===== src/rtl/aes_pkg.sv =====
// ----------------------------------------------------------------------------
// aes_pkg
// Shared types, tables and GF(2^8) helpers for the AES-128 CBC engine.
// ----------------------------------------------------------------------------
`default_nettype none

package aes_pkg;

    localparam int BLOCK_W   = 128;
    localparam int HALF_W    = 64;
    localparam int CFG_IDX_W = 1;
    localparam int ROUND_W   = 4;
    localparam logic [ROUND_W-1:0] LAST_ROUND = 4'd10;

    localparam logic [CFG_IDX_W-1:0] REG_KEY_HIGH = 1'b0;
    localparam logic [CFG_IDX_W-1:0] REG_KEY_LOW  = 1'b1;

    localparam logic [1:0] OP_LOAD_IV = 2'd0;
    localparam logic [1:0] OP_ENCRYPT = 2'd1;
    localparam logic [1:0] OP_DECRYPT = 2'd2;
    localparam logic [1:0] OP_UNUSED  = 2'd3;

    localparam logic [7:0] RCON_FIRST = 8'h01;
    localparam logic [7:0] RCON_LAST  = 8'h36;

    typedef enum logic [2:0] {
        ST_KLOAD,
        ST_KEXP,
        ST_IDLE,
        ST_ENC,
        ST_DEC
    } aes_state_t;

    typedef struct packed {
        logic load_iv;
        logic load_enc;
        logic load_dec;
        logic key_load;
        logic key_step;
        logic round_en;
        logic round_last;
        logic dec_mode;
    } aes_cmd_t;

    typedef struct packed {
        logic out_valid;
    } aes_status_t;

    localparam logic [2047:0] SBOX_TBL = {
        128'h637c777bf26b6fc53001672bfed7ab76,
        128'hca82c97dfa5947f0add4a2af9ca472c0,
        128'hb7fd9326363ff7cc34a5e5f171d83115,
        128'h04c723c31896059a071280e2eb27b275,
        128'h09832c1a1b6e5aa0523bd6b329e32f84,
        128'h53d100ed20fcb15b6acbbe394a4c58cf,
        128'hd0efaafb434d338545f9027f503c9fa8,
        128'h51a3408f929d38f5bcb6da2110fff3d2,
        128'hcd0c13ec5f974417c4a77e3d645d1973,
        128'h60814fdc222a908846eeb814de5e0bdb,
        128'he0323a0a4906245cc2d3ac629195e479,
        128'he7c8376d8dd54ea96c56f4ea657aae08,
        128'hba78252e1ca6b4c6e8dd741f4bbd8b8a,
        128'h703eb5664803f60e613557b986c11d9e,
        128'he1f8981169d98e949b1e87e9ce5528df,
        128'h8ca1890dbfe6426841992d0fb054bb16
    };

    localparam logic [2047:0] INV_SBOX_TBL = {
        128'h52096ad53036a538bf40a39e81f3d7fb,
        128'h7ce339829b2fff87348e4344c4dee9cb,
        128'h547b9432a6c2233dee4c950b42fac34e,
        128'h082ea16628d924b2765ba2496d8bd125,
        128'h72f8f66486689816d4a45ccc5d65b692,
        128'h6c704850fdedb9da5e154657a78d9d84,
        128'h90d8ab008cbcd30af7e45805b8b34506,
        128'hd02c1e8fca3f0f02c1afbd0301138a6b,
        128'h3a9111414f67dcea97f2cfcef0b4e673,
        128'h96ac7422e7ad3585e2f937e81c75df6e,
        128'h47f11a711d29c5896fb7620eaa18be1b,
        128'hfc563e4bc6d279209adbc0fe78cd5af4,
        128'h1fdda8338807c731b11210592780ec5f,
        128'h60517fa919b54a0d2de57a9f93c99cef,
        128'ha0e03b4dae2af5b0c8ebbb3c83539961,
        128'h172b047eba77d626e169146355210c7d
    };

    function automatic logic [7:0] sbox(input logic [7:0] x);
        return SBOX_TBL[2047 - 8 * int'(x) -: 8];
    endfunction

    function automatic logic [7:0] inv_sbox(input logic [7:0] x);
        return INV_SBOX_TBL[2047 - 8 * int'(x) -: 8];
    endfunction

    function automatic logic [7:0] xtime(input logic [7:0] a);
        return {a[6:0], 1'b0} ^ (a[7] ? 8'h1b : 8'h00);
    endfunction

    // Inverse of xtime, used to walk the round constant backwards.
    function automatic logic [7:0] xtime_inv(input logic [7:0] a);
        return a[0] ? ({1'b1, (a[7:1] ^ 7'h0d)}) : {1'b0, a[7:1]};
    endfunction

    function automatic logic [31:0] sub_rot_word(input logic [31:0] w);
        return {sbox(w[23:16]), sbox(w[15:8]), sbox(w[7:0]), sbox(w[31:24])};
    endfunction

    // Byte i of a block sits at bits [127-8i -: 8].
    function automatic logic [127:0] shift_rows(input logic [127:0] s);
        logic [127:0] t;
        t = '0;
        for (int c = 0; c < 4; c++) begin
            for (int r = 0; r < 4; r++) begin
                t[127 - 8 * (r + 4 * c) -: 8] = s[127 - 8 * (r + 4 * ((c + r) % 4)) -: 8];
            end
        end
        return t;
    endfunction

    function automatic logic [127:0] inv_shift_rows(input logic [127:0] s);
        logic [127:0] t;
        t = '0;
        for (int c = 0; c < 4; c++) begin
            for (int r = 0; r < 4; r++) begin
                t[127 - 8 * (r + 4 * ((c + r) % 4)) -: 8] = s[127 - 8 * (r + 4 * c) -: 8];
            end
        end
        return t;
    endfunction

    function automatic logic [127:0] sub_bytes(input logic [127:0] s);
        logic [127:0] t;
        for (int i = 0; i < 16; i++) begin
            t[127 - 8 * i -: 8] = sbox(s[127 - 8 * i -: 8]);
        end
        return t;
    endfunction

    function automatic logic [127:0] inv_sub_bytes(input logic [127:0] s);
        logic [127:0] t;
        for (int i = 0; i < 16; i++) begin
            t[127 - 8 * i -: 8] = inv_sbox(s[127 - 8 * i -: 8]);
        end
        return t;
    endfunction

    function automatic logic [31:0] mix_col(input logic [31:0] a);
        logic [7:0] a0, a1, a2, a3;
        a0 = a[31:24];
        a1 = a[23:16];
        a2 = a[15:8];
        a3 = a[7:0];
        return {xtime(a0) ^ xtime(a1) ^ a1 ^ a2 ^ a3,
                a0 ^ xtime(a1) ^ xtime(a2) ^ a2 ^ a3,
                a0 ^ a1 ^ xtime(a2) ^ xtime(a3) ^ a3,
                xtime(a0) ^ a0 ^ a1 ^ a2 ^ xtime(a3)};
    endfunction

    function automatic logic [7:0] mul9(input logic [7:0] a);
        return xtime(xtime(xtime(a))) ^ a;
    endfunction

    function automatic logic [7:0] mul11(input logic [7:0] a);
        return xtime(xtime(xtime(a))) ^ xtime(a) ^ a;
    endfunction

    function automatic logic [7:0] mul13(input logic [7:0] a);
        return xtime(xtime(xtime(a))) ^ xtime(xtime(a)) ^ a;
    endfunction

    function automatic logic [7:0] mul14(input logic [7:0] a);
        return xtime(xtime(xtime(a))) ^ xtime(xtime(a)) ^ xtime(a);
    endfunction

    function automatic logic [31:0] inv_mix_col(input logic [31:0] a);
        logic [7:0] a0, a1, a2, a3;
        a0 = a[31:24];
        a1 = a[23:16];
        a2 = a[15:8];
        a3 = a[7:0];
        return {mul14(a0) ^ mul11(a1) ^ mul13(a2) ^ mul9(a3),
                mul9(a0) ^ mul14(a1) ^ mul11(a2) ^ mul13(a3),
                mul13(a0) ^ mul9(a1) ^ mul14(a2) ^ mul11(a3),
                mul11(a0) ^ mul13(a1) ^ mul9(a2) ^ mul14(a3)};
    endfunction

    function automatic logic [127:0] mix_columns(input logic [127:0] s);
        return {mix_col(s[127:96]), mix_col(s[95:64]), mix_col(s[63:32]), mix_col(s[31:0])};
    endfunction

    function automatic logic [127:0] inv_mix_columns(input logic [127:0] s);
        return {inv_mix_col(s[127:96]), inv_mix_col(s[95:64]),
                inv_mix_col(s[63:32]), inv_mix_col(s[31:0])};
    endfunction

    // Next round key from the current one.
    function automatic logic [127:0] key_fwd(input logic [127:0] k, input logic [7:0] rc);
        logic [31:0] n0, n1, n2, n3;
        n0 = k[127:96] ^ sub_rot_word(k[31:0]) ^ {rc, 24'h0};
        n1 = k[95:64] ^ n0;
        n2 = k[63:32] ^ n1;
        n3 = k[31:0] ^ n2;
        return {n0, n1, n2, n3};
    endfunction

    // Previous round key from the current one; rc is the constant of the current round.
    function automatic logic [127:0] key_back(input logic [127:0] k, input logic [7:0] rc);
        logic [31:0] p0, p1, p2, p3;
        p3 = k[31:0] ^ k[63:32];
        p2 = k[63:32] ^ k[95:64];
        p1 = k[95:64] ^ k[127:96];
        p0 = k[127:96] ^ sub_rot_word(p3) ^ {rc, 24'h0};
        return {p0, p1, p2, p3};
    endfunction

endpackage

`default_nettype wire


===== src/rtl/aes_ctrl.sv =====
// ----------------------------------------------------------------------------
// aes_ctrl
// Sequencer for key expansion, block rounds and the item handshake.
// ----------------------------------------------------------------------------
`default_nettype none

module aes_ctrl
    import aes_pkg::*;
(
    input  wire logic        clk,
    input  wire logic        rst_n,
    input  wire logic        cfg_write,
    output logic             cfg_ready,
    input  wire logic        in_valid,
    output logic             in_ready,
    input  wire logic [1:0]  operation,
    input  wire logic        out_ready,
    input  wire aes_status_t status,
    output aes_cmd_t         cmd
);

    aes_state_t         state_reg, state_next;
    logic [ROUND_W-1:0] cnt_reg, cnt_next;
    logic               out_free;

    always_ff @(posedge clk or negedge rst_n) begin
        if (!rst_n) begin
            state_reg <= ST_KLOAD;
            cnt_reg   <= '0;
        end else begin
            state_reg <= state_next;
            cnt_reg   <= cnt_next;
        end
    end

    assign out_free = !status.out_valid || out_ready;

    // Key writes are held off while a block is in the round unit.
    assign cfg_ready = (state_reg != ST_ENC) && (state_reg != ST_DEC);

    always_comb begin
        state_next = state_reg;
        cnt_next   = cnt_reg;
        cmd        = '0;
        in_ready   = 1'b0;
        unique case (state_reg)
            ST_KLOAD: begin
                cmd.key_load = 1'b1;
                cnt_next     = 4'd1;
                state_next   = ST_KEXP;
            end
            ST_KEXP: begin
                cmd.key_step = 1'b1;
                cnt_next     = cnt_reg + 4'd1;
                if (cnt_reg == LAST_ROUND) begin
                    state_next = ST_IDLE;
                end
            end
            ST_IDLE: begin
                // A key write in the same cycle goes first; the item waits.
                in_ready = !cfg_write;
                if (in_valid && !cfg_write) begin
                    cnt_next = 4'd1;
                    unique case (operation)
                        OP_LOAD_IV: cmd.load_iv = 1'b1;
                        OP_ENCRYPT: begin
                            cmd.load_enc = 1'b1;
                            state_next   = ST_ENC;
                        end
                        OP_DECRYPT: begin
                            cmd.load_dec = 1'b1;
                            state_next   = ST_DEC;
                        end
                        OP_UNUSED: ;
                    endcase
                end
            end
            ST_ENC, ST_DEC: begin
                cmd.dec_mode   = (state_reg == ST_DEC);
                cmd.round_last = (cnt_reg == LAST_ROUND);
                // The last round only runs once the output register can take the result.
                if (!cmd.round_last || out_free) begin
                    cmd.round_en = 1'b1;
                    cnt_next     = cnt_reg + 4'd1;
                    if (cmd.round_last) begin
                        state_next = ST_IDLE;
                    end
                end
            end
            default: state_next = ST_KLOAD;
        endcase
        // A key write restarts expansion of the decryption key.
        if (cfg_write) begin
            state_next = ST_KLOAD;
            cnt_next   = '0;
        end
    end

endmodule

`default_nettype wire


===== config.mk =====
export PLATFORM = sky130hd
export DESIGN_NAME = aes_ctrl
export DESIGN_NICKNAME = d
export VERILOG_FILES = /design/src/rtl/aes_pkg.sv /design/src/rtl/aes_ctrl.sv
export SDC_FILE = /design/constraint.sdc
export NUM_CORES = 1
export LEC_CHECK = 0
export CELL_PAD_IN_SITES_DETAIL_PLACEMENT = 2
export CELL_PAD_IN_SITES_GLOBAL_PLACEMENT = 2
export CORE_MARGIN = 8
export CORE_UTILIZATION = 38
export CTS_CLUSTER_SIZE = 24
export DETAILED_ROUTE_END_ITERATION = 8
export DONT_BUFFER_PORTS = 1
export PLACE_DENSITY_LB_ADDON = 0.3
export SLEW_MARGIN = 20
export SYNTH_ARGS = -nofsm -noshare
export SYNTH_HDL_FRONTEND = slang
export SYNTH_SLANG_ARGS = --single-unit

===== constraint.sdc =====
create_clock -name clk -period 3.1 [get_ports clk]
set_input_delay 0.155 -clock clk [delete_from_list [all_inputs] [get_ports clk]]
set_output_delay 0.155 -clock clk [all_outputs]
set_load 0.03 [all_outputs]

# --- Yosys cells after proc, flatten, opt, wreduce, memory -nomap -nowiden ---
# Index checks and enable logic that the tools add are counted.
totals:
  ff_bits: 7
  inputBits: 8
  output_inout_bits: 10
  wordCells: 48
classes:
  addsub: 1
  n_eq_ne: 12
  mux: 20
  n_reduce_logical: 13
ops:
  columns: ["op", "n"]
  rows:
  - ["3-bit two-way mux", 7]
  - ["4-bit case mux with 4 select lines", 1]
  - ["4-bit two-way mux", 3]
  - ["3-bit case mux with 4 select lines", 1]
  - ["3-bit != test (second input constant)", 3]
  - ["1-bit two-way mux", 7]
  - ["3-bit by 2-bit equality test with 1-bit output (second input constant)", 2]
  - ["3-bit case mux with 2 select lines", 1]
  - ["3-bit AND reduction", 2]
  - ["5-bit nonzero test", 1]
  - ["4-bit by 1-bit adder with 4-bit output (second input constant)", 1]
  - ["4-bit equality test (second input constant)", 1]
  - ["4-bit by 3-bit != test with 1-bit output (second input constant)", 1]
  - ["3-bit by 1-bit equality test with 1-bit output (second input constant)", 1]
  - ["3-bit equality test (second input constant)", 1]
  - ["1-bit zero test", 3]
  - ["3-bit zero test", 1]
  - ["3-bit by 2-bit != test with 1-bit output (second input constant)", 1]
  - ["2-bit by 1-bit equality test with 1-bit output (second input constant)", 1]
  - ["2-bit equality test (second input constant)", 1]
  - ["1-bit logical AND", 2]
  - ["2-bit zero test", 1]
  - ["1-bit logical OR", 2]
  - ["2-bit OR reduction", 1]

# --- Logic depth before layout (Yosys ltp) ---
logic_depth:
  ltp_word: 6
  depth_mapped: 6
  depth_no_buf: 6

# --- Worst setup path after synthesis ---
# Ideal clock, no wire load.
synth_timing:
  path_kind: "register to output"
  startpoint: "register state_reg[0]"
  endpoint: "output cmd[6] in the netlist's numbering"
  t_arrival_ns: 2.259
  t_required_ns: 2.945
  setup_slack_ns: 0.686
  path_stages_with_launch: 5
  path_buffers: 1
  cell_sequence: "dfrtp_1 > buf_2 > nor4b_2 > nand2_1 > nor3b_1"
synth_rtl:
  columns: ["element", "line_no", "rtl"]
  rows:
  - ["from (decl)", "aes_ctrl.sv:22", "aes_state_t state_reg, state_next;"]
  - ["from (signal assigned)", "aes_ctrl.sv:31", "state_reg <= state_next;"]
  - ["to (decl)", "aes_ctrl.sv:19", "output aes_cmd_t cmd"]

==> run summary <==
Vias/cell - 6.11
CTS buffer count - 3
Setup Buffers After CTS - 0
Yosys top cell by area - dfrtp_1
Synth top cells by count - inv_1, dfrtp_1, nor2_1
Total power - 0.263 mW
Fill cells - 193
Reg-to-reg setup timing slack - 1.07 ns
Worst-path fanout max - 11
Routed vias - 562
Vias in the first global route - 637
Fin. Hold Viols - 0
Period utilization - 79.3%
Routed len/inst - 19.3 microns
Synth Warn # - 0
Worst hold path class - primary input to flip-flop
CP Data Required Time - 2.94 ns
Final Slew Violations - 0
Peak VDD IR - 147 uV
Detailed Place HPWL - 1.39 mm
Tmin final - 2.46 ns
Clock latency on the worst-skew pair - 0.26 ns
EDFF count, synth - 0
Register bit count reported by yosys - 7
RSZ-0062 raised after global routing - false
Die height - 57.4 microns
LEAKAGE - 0.327 nW
CTS Buffer Depth - 2
Drt first pass iters - 4
HP Start - cfg_write
Largest register FFs - 4
Post-synthesis cell count - 70
Core area - 0.00167 sq mm
GRT Residual Overflow - 0
Reg2reg start - cnt_reg[0]
Setup crit end kind - primary output
Achievable Freq - 407 MHz
Aggregate routed wire length - 1.78 mm
Syn-to-layout area delta - 8.65%
CTS tree - done
Total Routing Usage GR - 12.3%
Clk slew on worst S/H paths - 0.05 ns
Final setup violation count - 0
MaxCap Viol Count - 0
Port Buffer Count - 0
Area contributors post-synth - dfrtp_1, inv_1, a2111oi_4
Startpoint Class - flip-flop
Placed Instance Area - 671 sq um
IO Pins - 18
Seq/Total Area, Yosys - 26.9%
Largest net degree at the start of global routing - 13
R2R depth - 6
Residual DRC - 0
Most common cell in the synthesized netlist - inv_1
Final #Nets - 86
RR Endpoint - cnt_reg[1]
Site Rows - 15
Area of the multi-input gates - 422 sq um
Diode count - 0
PwrDens - 372 mW/mm^2
H-tree depth - 1
Most used DFF post-synth - dfrtp_1
Syn nets - 80
WS Path Type - flip-flop to primary output
First DRT Iteration DRCs - 3
Post-route cell area - 707 sq um
Worst Skew - 0.00638 ns
CTS sink count - 7
Critical path arrival - 2.30 ns
Slew HR - 36.9%
Netlist cell types - 40
TNS Setup - 0 ns
Initial antenna violation count - 0
Worst hold slack - 0.0213 ns
Initial Util - 39.0%
Post-synth top area share - 26.9%
Sequential cell area - 175 sq um
Layout cells sized above 1 - 21.3%
Synthesized area - 651 sq um
Area of the die - 0.00329 sq mm
Worst slew pin tran - 0.940 ns
Placer Congestion - 0.723
Antenna Nets Post-Route - 0
Global-route wire length before repair - 3.08 mm
Die Width - 57.4 microns
Hold Path Sink - state_reg[1]
Async set-reset flop share out of synthesis - 100%
WHS Path Cells - 1
CTS root buf - clkbuf_4
Avg Synthesized Cell Area - 9.29 sq um
Outcome - finished, final reports clean
[repair_timing]
item	4_1_cts	5_1_grt
hold buffers	1	0
setup endpoints to repair	0	0
endpoints found under the hold margin	7	0
resized for setup	0	0
[power by group]
part	internal [mW]	total [mW]	switching (mW)	leakage [nW]
Sequential	0.0967	0.109	0.0122	0.0941
Combinational	0.0284	0.0688	0.0404	0.218
Clock	0.0493	0.0853	0.0360	0.0150
Total	0.174	0.263	0.0886	0.327
[through the flow]
step	instances	util [%]	worst slack, ns
after floorplan	70	-	0.686
after global placement	87	40.1	0.957
after detailed placement	87	40.1	0.905
after CTS	92	42.3	0.625
after global routing	92	42.3	0.527
final	92	42.3	0.641
[critical path, cell delays in order, from the launching register on]
cell,delay [ns]
dfrtp_1,0.54
or3b_4,0.46
inv_1,0.26
a21oi_1,0.25
nor2_1,0.53
[worst max path at each step]
stage,start,endpoint,slack (ns)
detailed placement,state_reg[2],cmd[2],0.91
CTS,state_reg[2],cmd[2],0.63
finish,state_reg[2],cmd[2],0.64
global route,state_reg[2],cmd[2],0.53
global placement,state_reg[2],cmd[2],0.96
floorplan,state_reg[0],cmd[6],0.69
[layout make-up]
type | count | share of cell area (%)
tap | 17 | 3.01
inverter | 8 | 4.25
multi-input combinational | 52 | 59.6
timing repair buffer | 4 | 4.60
clock buffer | 4 | 3.72
sequential | 7 | 24.8
[placed cells by master (no fill, tap or decap), types with 2 or more instances in the layout]
cell type	count
nor2b_1	3
nand2_1	2
inv_1	8
dfrtp_1	7
or2b_4	2
nor2_1	5
clkbuf_4	3
buf_4	3
nor3_1	3
nand3_1	3
a21oi_1	3
o22ai_1	2
a2111oi_0	2
ha_1	2
[per-layer routing]
metal / track usage [%] / vias up / part of all wire, %
li1: - / 264 / -
met1: 15.3 / 278 / 47
met2: 17.2 / 16 / 45
met3: 3.36 / 4 / 5.4
met4: 9.64 / 0 / 3.0
met5: 0 / - / 0
[cells by family (layout without fill, tap and decap cells)]
kind of cell | after synthesis | count (layout) | synth area share, %
AND/OR/NAND/NOR | 27 | 27 | 28.5
AO/OA/AOI/OAI | 18 | 18 | 24.2
buffers and inverters | 11 | 16 | 8.27
flip-flops | 7 | 7 | 26.9
multiplexers | 3 | 3 | 5.58
adder cells (fa/ha/maj) | 2 | 2 | 3.85
XOR/XNOR | 2 | 2 | 2.69
(Power assumes the default switching activity.)
